$ cat src/design/snapid_pkg.sv
// Shared types, constants and helper functions of the single-neuron adaptive PID core.
// Used by snapid_ctrl, snapid_dp and the top level; depends on nothing else.
package snapid_pkg;

  localparam int FRAC_BITS_DEF = 16;
  localparam int DW            = 32;
  localparam int UW            = 31;
  localparam int PCTW          = 23;
  localparam int RIDXW         = 3;
  localparam int SATW          = 70;

  localparam logic [RIDXW-1:0] REG_SETPOINT   = 3'd0;
  localparam logic [RIDXW-1:0] REG_DEAD_BAND  = 3'd1;
  localparam logic [RIDXW-1:0] REG_STEP_GAIN  = 3'd2;
  localparam logic [RIDXW-1:0] REG_RATE_PROP  = 3'd3;
  localparam logic [RIDXW-1:0] REG_RATE_INTEG = 3'd4;
  localparam logic [RIDXW-1:0] REG_RATE_DERIV = 3'd5;
  localparam logic [RIDXW-1:0] REG_OUT_UPPER  = 3'd6;
  localparam logic [RIDXW-1:0] REG_OUT_LOWER  = 3'd7;

  localparam logic signed [DW-1:0] SETPOINT_RST  = 32'sd0;
  localparam logic [UW-1:0]        DEAD_BAND_RST = 31'd0;
  localparam logic [UW-1:0]        STEP_GAIN_RST = 31'd2621;
  localparam logic [UW-1:0]        RATE_PROP_RST = 31'd26214;
  localparam logic [UW-1:0]        RATE_INTEG_RST = 31'd22938;
  localparam logic [UW-1:0]        RATE_DERIV_RST = 31'd26214;
  localparam logic signed [DW-1:0] OUT_UPPER_RST = 32'sd65536000;
  localparam logic signed [DW-1:0] OUT_LOWER_RST = 32'sd0;

  // Term and weight slots: the error, its first and its second difference.
  localparam logic [1:0] K_INTEG = 2'd0;
  localparam logic [1:0] K_PROP  = 2'd1;
  localparam logic [1:0] K_DERIV = 2'd2;

  // Operand pairs of the three learning products.
  localparam logic [1:0] LM_RATE = 2'd0;
  localparam logic [1:0] LM_RES  = 2'd1;
  localparam logic [1:0] LM_TERM = 2'd2;

  typedef enum logic [3:0] {
    OP_NONE,
    OP_LOAD,
    OP_TERMS,
    OP_DIVW,
    OP_DIVP,
    OP_DSTEP,
    OP_NORM,
    OP_MULNX,
    OP_ACC,
    OP_ASAT,
    OP_GMUL,
    OP_DELTA,
    OP_RES,
    OP_PCT,
    OP_LMUL,
    OP_LSAT
  } op_e;

  typedef enum logic [1:0] {
    FIN_NONE,
    FIN_WUPD,
    FIN_OUT
  } fin_e;

  typedef struct packed {
    op_e        op;
    fin_e       fin;
    logic [1:0] idx;
    logic [1:0] stage;
  } cmd_t;

  typedef struct packed {
    logic in_band;
    logic sum_zero;
    logic span_pos;
    logic out_free;
  } sts_t;

  function automatic logic signed [DW-1:0] sat32(input logic signed [SATW-1:0] v);
    logic signed [DW-1:0] r;
    if (!v[SATW-1] && (|v[SATW-2:DW-1])) begin
      r = {1'b0, {(DW-1){1'b1}}};
    end else if (v[SATW-1] && !(&v[SATW-2:DW-1])) begin
      r = {1'b1, {(DW-1){1'b0}}};
    end else begin
      r = v[DW-1:0];
    end
    return r;
  endfunction

  function automatic logic [DW-1:0] mag32(input logic signed [DW-1:0] v);
    logic [DW-1:0] r;
    r = v[DW-1] ? DW'(-v) : DW'(v);
    return r;
  endfunction

endpackage

$ cat src/design/snapid_ctrl.sv
// Sequencer of the single-neuron adaptive PID core: steps the datapath through one tick.
// Depends on snapid_pkg for the command and status types.
module snapid_ctrl import snapid_pkg::*; #(
  parameter int FRAC_BITS = FRAC_BITS_DEF
) (
  input  logic clk_i,
  input  logic rst_ni,
  input  logic in_valid_i,
  output logic in_ready_o,
  input  sts_t sts_i,
  output cmd_t cmd_o
);

  localparam int CW = $clog2(FRAC_BITS + 8);

  localparam logic [3:0] S_IDLE  = 4'd0;
  localparam logic [3:0] S_TERMS = 4'd1;
  localparam logic [3:0] S_DLOAD = 4'd2;
  localparam logic [3:0] S_DSTEP = 4'd3;
  localparam logic [3:0] S_NORM  = 4'd4;
  localparam logic [3:0] S_MUL   = 4'd5;
  localparam logic [3:0] S_ACC   = 4'd6;
  localparam logic [3:0] S_ASAT  = 4'd7;
  localparam logic [3:0] S_GMUL  = 4'd8;
  localparam logic [3:0] S_DELTA = 4'd9;
  localparam logic [3:0] S_RES   = 4'd10;
  localparam logic [3:0] S_PLOAD = 4'd11;
  localparam logic [3:0] S_PCT   = 4'd12;
  localparam logic [3:0] S_LMUL  = 4'd13;
  localparam logic [3:0] S_LSAT  = 4'd14;
  localparam logic [3:0] S_OUT   = 4'd15;

  logic [3:0]    state_q, state_d;
  logic [CW-1:0] cnt_q, cnt_d;
  logic [1:0]    k_q, k_d;
  logic [1:0]    m_q, m_d;
  logic          ph_q, ph_d;

  assign in_ready_o = (state_q == S_IDLE);

  always_comb begin
    state_d = state_q;
    cnt_d   = cnt_q;
    k_d     = k_q;
    m_d     = m_q;
    ph_d    = ph_q;
    cmd_o   = '{op: OP_NONE, fin: FIN_NONE, idx: k_q, stage: m_q};
    case (state_q)
      S_IDLE: begin
        if (in_valid_i) begin
          cmd_o.op = OP_LOAD;
          state_d  = S_TERMS;
        end
      end
      S_TERMS: begin
        cmd_o.op = OP_TERMS;
        k_d      = K_INTEG;
        if (sts_i.in_band || sts_i.sum_zero) begin
          state_d = S_RES;
        end else begin
          state_d = S_DLOAD;
        end
      end
      S_DLOAD: begin
        cmd_o.op = OP_DIVW;
        cnt_d    = CW'(FRAC_BITS + 1);
        ph_d     = 1'b0;
        state_d  = S_DSTEP;
      end
      S_DSTEP: begin
        cmd_o.op = OP_DSTEP;
        cnt_d    = cnt_q - 1'b1;
        if (cnt_q == CW'(1)) begin
          state_d = ph_q ? S_PCT : S_NORM;
        end
      end
      S_NORM: begin
        cmd_o.op = OP_NORM;
        state_d  = S_MUL;
      end
      S_MUL: begin
        cmd_o.op = OP_MULNX;
        state_d  = S_ACC;
      end
      S_ACC: begin
        cmd_o.op = OP_ACC;
        if (k_q == K_DERIV) begin
          state_d = S_ASAT;
        end else begin
          k_d     = k_q + 1'b1;
          state_d = S_DLOAD;
        end
      end
      S_ASAT: begin
        cmd_o.op = OP_ASAT;
        state_d  = S_GMUL;
      end
      S_GMUL: begin
        cmd_o.op = OP_GMUL;
        state_d  = S_DELTA;
      end
      S_DELTA: begin
        cmd_o.op = OP_DELTA;
        state_d  = S_RES;
      end
      S_RES: begin
        cmd_o.op = OP_RES;
        k_d      = K_INTEG;
        m_d      = LM_RATE;
        state_d  = sts_i.span_pos ? S_PLOAD : S_LMUL;
      end
      S_PLOAD: begin
        cmd_o.op = OP_DIVP;
        cnt_d    = CW'(FRAC_BITS + 7);
        ph_d     = 1'b1;
        state_d  = S_DSTEP;
      end
      S_PCT: begin
        cmd_o.op = OP_PCT;
        k_d      = K_INTEG;
        m_d      = LM_RATE;
        state_d  = S_LMUL;
      end
      S_LMUL: begin
        cmd_o.op = OP_LMUL;
        state_d  = S_LSAT;
      end
      S_LSAT: begin
        cmd_o.op = OP_LSAT;
        if (m_q == LM_TERM) begin
          cmd_o.fin = FIN_WUPD;
          m_d       = LM_RATE;
          if (k_q == K_DERIV) begin
            state_d = S_OUT;
          end else begin
            k_d     = k_q + 1'b1;
            state_d = S_LMUL;
          end
        end else begin
          m_d     = m_q + 1'b1;
          state_d = S_LMUL;
        end
      end
      S_OUT: begin
        if (sts_i.out_free) begin
          cmd_o.fin = FIN_OUT;
          state_d   = S_IDLE;
        end
      end
      default: begin
        state_d = S_IDLE;
      end
    endcase
  end

  always_ff @(posedge clk_i or negedge rst_ni) begin
    if (!rst_ni) begin
      state_q <= S_IDLE;
      cnt_q   <= '0;
      k_q     <= K_INTEG;
      m_q     <= LM_RATE;
      ph_q    <= 1'b0;
    end else begin
      state_q <= state_d;
      cnt_q   <= cnt_d;
      k_q     <= k_d;
      m_q     <= m_d;
      ph_q    <= ph_d;
    end
  end

endmodule

$ cat config.mk
export PLATFORM = sky130hd
export DESIGN_NAME = snapid_ctrl
export DESIGN_NICKNAME = d
export VERILOG_FILES = /design/src/design/snapid_pkg.sv /design/src/design/snapid_ctrl.sv
export SDC_FILE = /design/constraint.sdc
export NUM_CORES = 1
export LEC_CHECK = 0
export BUFFER_PORTS_ARGS = -buffer_cell sky130_fd_sc_hd__buf_2
export CAP_MARGIN = 10
export CORE_UTILIZATION = 45
export DETAILED_ROUTE_END_ITERATION = 6
export PLACE_DENSITY_LB_ADDON = 0.3
export SYNTH_ARGS = -nofsm -noshare
export SYNTH_HDL_FRONTEND = slang
export SYNTH_SLANG_ARGS = --single-unit
$ cat constraint.sdc
create_clock -name clk_i -period 1.8 [get_ports clk_i]
set_input_delay 0.18 -clock clk_i [delete_from_list [all_inputs] [get_ports clk_i]]
set_output_delay 0.18 -clock clk_i [all_outputs]
set_load 0.05 [all_outputs]
**After elaboration in Yosys (flattened, before gate mapping)**

Cells that the tools add are included.

- Bits in registers: 14
- Bits of input ports: 7
- Output and inout bits: 11
- Logic and storage cells: 63

- $add $sub $neg: 3
- Equality and inequality tests: 22
- Multiplexer cells: 22
- Reductions and logical operators: 11

Operator list:

| cell | count |
|---|---|
| case mux 4 bit (15 select lines) | 2 |
| == test 4 bit (second input constant) | 8 |
| two-way mux 4 bit | 6 |
| == test 4 x 3 -> 1 bit (second input constant) | 4 |
| case mux 5 bit (3 select lines) | 1 |
| two-way mux 2 bit | 5 |
| == test 4 x 2 -> 1 bit (second input constant) | 2 |
| inequality test 2 bit (second input constant) | 4 |
| case mux 2 bit (2 select lines) | 2 |
| two-way mux 3 bit | 2 |
| case mux 2 bit (3 select lines) | 1 |
| nonzero test 3 bit | 2 |
| == test 5 x 1 -> 1 bit (second input constant) | 1 |
| subtractor 5 x 1 -> 5 bit (second input constant) | 1 |
| adder 2 x 1 -> 2 bit (second input constant) | 2 |
| == test 2 bit (second input constant) | 2 |
| == test 4 x 1 -> 1 bit (second input constant) | 1 |
| zero test 4 bit | 1 |
| nonzero test 2 bit | 2 |
| OR reduction 2 bit | 2 |
| AND reduction 3 bit | 1 |
| OR reduction 3 bit | 1 |
| two-way mux 1 bit | 2 |
| case mux 1 bit (2 select lines) | 1 |
| other kinds (2) | 2 |

**Depth between registers and ports, before layout**

Gate-level depths: netlist of run 1.

- Word-level depth: 4
- Mapped depth: 6
- Gate-level depth less buffers: 6

**Worst setup path before layout of run 1**

OpenSTA, ideal clock, no wires.

- Kind: register -> register
- Start point: register m_q[0]
- End point: register state_q[1]
- Setup time: 0.069 ns
- Arrival: 2.216 ns
- Data required time: 1.731 ns
- Slack: -0.485 ns
- Cell stages (with the launch flop): 4
- Buffers on the path: 0
- Clock period less this slack: 2.285 ns
- Path through: dfrtp_1 nand2b_1 nor3_1 a2111o_1

- Word-level cells in the longest chain between the ends: 3

Ends and longest elaborated chain:

| what | RTL line | source |
|---|---|---|
| from (decl) | snapid_ctrl.sv:36 | `logic [1:0] m_q, m_d;` |
| from (signal assigned) | snapid_ctrl.sv:167 | `m_q <= m_d;` |
| == test 2 bit | snapid_ctrl.sv:130 | `if (m_q == LM_TERM) begin` |
| two-way mux 4 bit | snapid_ctrl.sv:130 |  |
| case mux 4 bit (15 select lines) | snapid_ctrl.sv:48 | `case (state_q)` |
| to (signal assigned) | snapid_ctrl.sv:164 | `state_q <= state_d;` |
| to (decl) | snapid_ctrl.sv:33 | `logic [3:0] state_q, state_d;` |

Every way passes these cells.
A chain may end at the register's enable or synchronous reset.

==> impl_results.md, run 1 <==
* Worst-Margin Slew at 358 ps
* Cells on worst reg2reg path at 4
* Ratio of cells with drive above 1 in the final layout at 30.7%
* Reg-to-reg endpoint: k_q[1]
* Port bufs at 17
* Worst r2r src: state_q[3]
* Syn_area_per_cell at 8.53 µm²
* Wire per inst at 13.7 µm
* Critical path data required time at 1620 ps
* Hold Violations, Final at 0
* Critical path peak fanout at 7
* Antenna violations before repair at 0
* TritonCTS sink count at 14
* Die W at 48.7 µm
* Layout Nets at 151
* Synth Cell Area at 981 µm²
* Slew Limit Headroom at 76.1%
* DRT antenna net count at 0
* Crit path DAT at 1590 ps
* GR Util All Layers at 21.2%
* Fmax achieved at 566 MHz
* Fin crit share at 98.2%
* Max-cap violations at 0
* CTS tree: built
* Fin util at 60.1%
* Clock root cell: clkbuf_4
* Most frequent cells in the layout: buf_2, nand2_1, buf_4, dfrtp_1
* Worst Setup End Kind: output port
* Yosys warns at 0
* Non-filler cells, final at 167
* CTS clk-pin slew, worst paths at 90 ps
* Pin count of the biggest net entering global routing at 15
* Die height at 48.7 µm
* Remaining Overflow, GRT at 0
* Total wire length at 2290 µm
* Site row count at 16
* DRT iter0 DRCs at 23
* First-pass GRT wire length at 3840 µm
* FF-to-FF setup slack at 220 ps
* Most common cell after layout, fill and taps aside: buf_2
* Placed instance count at 157
* Crit path capture: cmd_o[4]
* Die ar. at 2370 µm²
* DRC viols at 0
* H-tree depth at 1
* Initial core utilization at 49.0%
* Setup TNS at 0 ps
* RePlAce Congestion at 0.872
* Tightest Hold Check Type: in -> reg
* Number of global-route vias before repair at 835
* Sequential area share after synthesis at 35.7%
* Synth cell types at 40
* Placed Area at 1100 µm²
* RSZ-0062 raised after global routing: true
* P&R area growth vs syn at 22.6%
* Worst setup SP type: register
* Post-Syn Nets at 125
* Dpl hpwl at 1710 µm
* Mapped Cells at 115
* Via count at 904
* Kind of critical path: reg -> out
* Finished Cell Area at 1200 µm²
* Number of detailed-route iterations in the first pass at 4
* Later-pin clock latency in the skew report at 300 ps
* Ports at 18
* Yosys reg bits at 14
* Status: finished clean
* # fillers at 186
* Crit. Startpoint: state_q[0]
* Final Setup Violations at 0
* Core Area at 2000 µm²
* Slew Limit Fails at 0
* Routed vias/inst at 5.41
* Clk buf depth at 2
* Post-route minimum period at 1770 ps
* Total CTS buffers at 3
* Ant. Diodes at 0
* Clk_skew at 8.09 ps
[worst min path at each step]
stage | from | to | slack [ps] | cells past startpoint
2_1_floorplan | rst_ni | cnt_q[0] | -120 | 0
3_3_place_gp | rst_ni | m_q[1] | 100 | 1
3_5_place_dp | rst_ni | m_q[0] | 100 | 1
4_1_cts | sts_i[0] | state_q[2] | 120 | 2
5_1_grt | sts_i[0] | state_q[2] | 110 | 2
6_report | sts_i[0] | state_q[2] | 120 | 2
[synth_stat cells]
master | count | area share, %
dfrtp_1 | 14 | 36
nand2_1 | 12 | 4.6
nor2_1 | 11 | 4.2
a21oi_1 | 9 | 4.6
inv_1 | 8 | 3.1
o21ai_0 | 8 | 4.1
nand2b_1 | 6 | 3.8
buf_2 | 3 | 1.5
ha_1 | 3 | 3.8
mux2_2 | 3 | 3.4
nor3_1 | 3 | 1.5
xnor2_1 | 3 | 2.7
a22o_1 | 2 | 1.8
buf_6 | 2 | 2.3
nand3_1 | 2 | 1.0
nor2b_1 | 2 | 1.3
a2111o_1 | 1 | 1.1
a22oi_1 | 1 | 0.77
a2bb2oi_1 | 1 | 0.89
a2bb2oi_2 | 1 | 1.5
a31oi_1 | 1 | 0.64
a32o_1 | 1 | 1.0
and2_1 | 1 | 0.64
and3_1 | 1 | 0.64
clkbuf_1 | 1 | 0.38
mux2i_1 | 1 | 1.0
nand3b_1 | 1 | 0.77
o211ai_1 | 1 | 0.77
o21a_1 | 1 | 0.77
o21ai_1 | 1 | 0.51
o21bai_1 | 1 | 0.77
o22a_1 | 1 | 0.89
o22ai_1 | 1 | 0.64
o22ai_2 | 1 | 1.3
o2bb2ai_1 | 1 | 0.89
o32a_1 | 1 | 1.0
o32ai_1 | 1 | 0.89
or2_0 | 1 | 0.64
or3_4 | 1 | 1.1
xor2_1 | 1 | 0.89
[what timing repair did]
item | 4_1_cts | 5_1_grt
hold endpoints to repair | 14 | 0
gates resized for setup | 7 | 2
buffers inserted | 0 | 5
setup endpoints to repair | 4 | 6
hold buffers | 1 | 0
[stage by stage]
stage	setup slack [ps]	hold slack, ps
global route	-28.3	113
floorplan	2.93	-116
detailed placement	224	101
CTS	13.9	116
finish	31.8	115
global placement	239	98.5
[sequential cells by signal, summed over array words and instances (netlist names)]
signal	cells
cnt_q	5
state_q	4
k_q	2
m_q	2
ph_q	1
[logic make-up after synthesis]
group | after synthesis | share of synthesized area [%]
XOR/XNOR | 4 | 3.57
multiplexers | 4 | 4.46
AO/OA/AOI/OAI | 35 | 24.9
flip-flops | 14 | 35.7
buffers and inverters | 14 | 7.27
adder cells (fa/ha/maj) | 3 | 3.83
AND/OR/NAND/NOR | 41 | 20.3
[layout make-up]
cell class,instances,area (µm²),area share [%]
clock buffers,4,36.3,3.02
inverters,8,30.0,2.50
multi-input cells,87,576,47.9
flip-flops and latches,14,354,29.4
well taps,27,33.8,2.81
repair buffers,27,173,14.4
[layer usage]
layer	vias up	wire, µm	GRT usage [%]
li1	453	-	-
met1	421	1040	28.6
met2	25	1090	33.3
met3	5	110	2.83
met4	0	48	10.3
met5	-	0	0
[critical path, stage by stage, from the launching register on]
cell and delay [ps]:
dfrtp_1 470, nand2b_1 310, nor3_2 280, buf_4 230
Power of run 1 is left out: the tool's default activity adds up to more than one toggle a clock period on the data nets, which glitch-free logic cannot reach.
==> run 2: changes to the inputs <==
--- a/config.mk
+++ b/config.mk
@@ -7,7 +7,9 @@
 export LEC_CHECK = 0
 export BUFFER_PORTS_ARGS = -buffer_cell sky130_fd_sc_hd__buf_2
 export CAP_MARGIN = 10
-export CORE_UTILIZATION = 45
+export CELL_PAD_IN_SITES_DETAIL_PLACEMENT = 0
+export CELL_PAD_IN_SITES_GLOBAL_PLACEMENT = 1
+export CORE_UTILIZATION = 40
 export DETAILED_ROUTE_END_ITERATION = 6
 export PLACE_DENSITY_LB_ADDON = 0.3
 export SYNTH_ARGS = -nofsm -noshare
==> run 2 against run 1 <==
Die area grew 12%. Sequential cell count unchanged. Global-route usage is 2.1 points lower. Critical path type unchanged. Highest routed layer unchanged. Routed wire length increased by 0.31%. Register-to-register slack improved by 50 ps. Critical path depth up 1.
==> impl_results.md, run 2 (synthesis results as in run 1) <==
* First-pass GRT wire length at 3670 µm
* CTS tree: built
* CTS clk-pin slew, worst paths at 100 ps
* Final WS setup at 68.1 ps
* Total wire length at 2290 µm
* Die ar. at 2650 µm²
* Post-route minimum period at 1730 ps
* GR Util All Layers at 19.1%
* Clk_skew at 13.3 ps
* Ant. Diodes at 0
* Dpl hpwl at 1690 µm
* Critical path peak fanout at 8
* Port bufs at 17
* Clk buf depth at 2
* # fillers at 225
* Initial core utilization at 43.5%
* Crit path DAT at 1550 ps
* Setup TNS at 0 ps
* Most frequent cells in the layout: nand2_1, buf_2, dfrtp_1, buf_4
* Status: finished clean
* Tightest Hold Check Type: in -> reg
* Worst-Margin Slew at 326 ps
* Total CTS buffers at 3
* Number of detailed-route iterations in the first pass at 5
* H-tree depth at 1
* Hold Violations, Final at 0
* Dpl ws at 217 ps
* Remaining Overflow, GRT at 0
* Via count at 907
* Antenna violations before repair at 0
* Finished Cell Area at 1210 µm²
* Most flop-heavy register: cnt_q
* Worst setup SP type: register
* P&R area growth vs syn at 23.0%
* Ratio of cells with drive above 1 in the final layout at 30.9%
* RSZ-0062 raised after global routing: true
* Pin count of the biggest net entering global routing at 15
* Layout Nets at 150
* Slew Limit Fails at 0
* Max reg flops at 5
* Die W at 51.5 µm
* DRT antenna net count at 0
* Largest regs: cnt_q: 5 flops, state_q: 4 flops
* Worst Setup End Kind: output port
* Fmax achieved at 577 MHz
* Wire per inst at 13.7 µm
* TritonCTS sink count at 14
* Die height at 51.5 µm
* Site row count at 17
* Clock root cell: clkbuf_4
* Core Area at 2250 µm²
* Number of global-route vias before repair at 805
* Multi-input logic area at 583 µm²
* Ports at 18
* RePlAce Congestion at 0.848
* Placed Area at 1120 µm²
* Later-pin clock latency in the skew report at 290 ps
* Sequential Area at 354 µm²
* Kind of critical path: reg -> out
* Critical path data required time at 1620 ps
* Max-cap violations at 0
* Fin crit share at 96.2%
* DRC viols at 0
* Final Setup Violations at 0
* Slew Limit Headroom at 78.2%
* Routed vias/inst at 5.43
* DRT iter0 DRCs at 23
run 2: metal layers:
metal | track usage, % | vias to the layer above | share of wire (%)
li1 | - | 451 | -
met1 | 26.6 | 415 | 46
met2 | 29.0 | 37 | 46
met3 | 1.75 | 4 | 6.1
met4 | 10.8 | 0 | 1.4
met5 | 0 | - | 0
run 2: area by class of cell:
cell class,instances,share of cell area [%]
inverters,8,2.49
well taps,28,2.90
flip-flops and latches,14,29.4
multi-input cells,87,48.3
repair buffers,26,13.9
clock buffers,4,3.01
run 2: per-stage QoR:
| stage | utilization, % | instances | hold slack [ps] |
|---|---|---|---|
| 6_report | 53.5 | 167 | 115 |
| 5_1_grt | 53.5 | 167 | 123 |
| 4_1_cts | 52.2 | 165 | 120 |
| 3_5_place_dp | 49.6 | 160 | 104 |
| 3_3_place_gp | 49.6 | 160 | 94.7 |
| 2_1_floorplan | - | 115 | -116 |
run 2: worst paths after layout:
path | from | endpoint | slack, ps | cells after the start
min reg2reg | cnt_q[1] | cnt_q[1] | 540 | 1
max | state_q[2] | cmd_o[7] | 70 | 4
min | sts_i[0] | state_q[2] | 120 | 2
min in group asynchronous | rst_ni | k_q[0] | 300 | 2
max in group asynchronous | rst_ni | state_q[3] | 1230 | 2
max reg2reg | state_q[2] | k_q[0] | 270 | 4
run 2: repair_timing:
action	CTS	global route
setup endpoints to repair	5	6
pin swaps	0	0
hold buffers	1	0
endpoints found under the hold margin	14	0
resized for setup	7	6
buffers inserted	0	2
run 2: critical path, cell delays in order (launching register included):
cell     delay [ps]
dfrtp_2         480
and2_1          230
o21ai_1         180
xor2_1          160
buf_4           210
Power of run 2 is left out for the same reason.
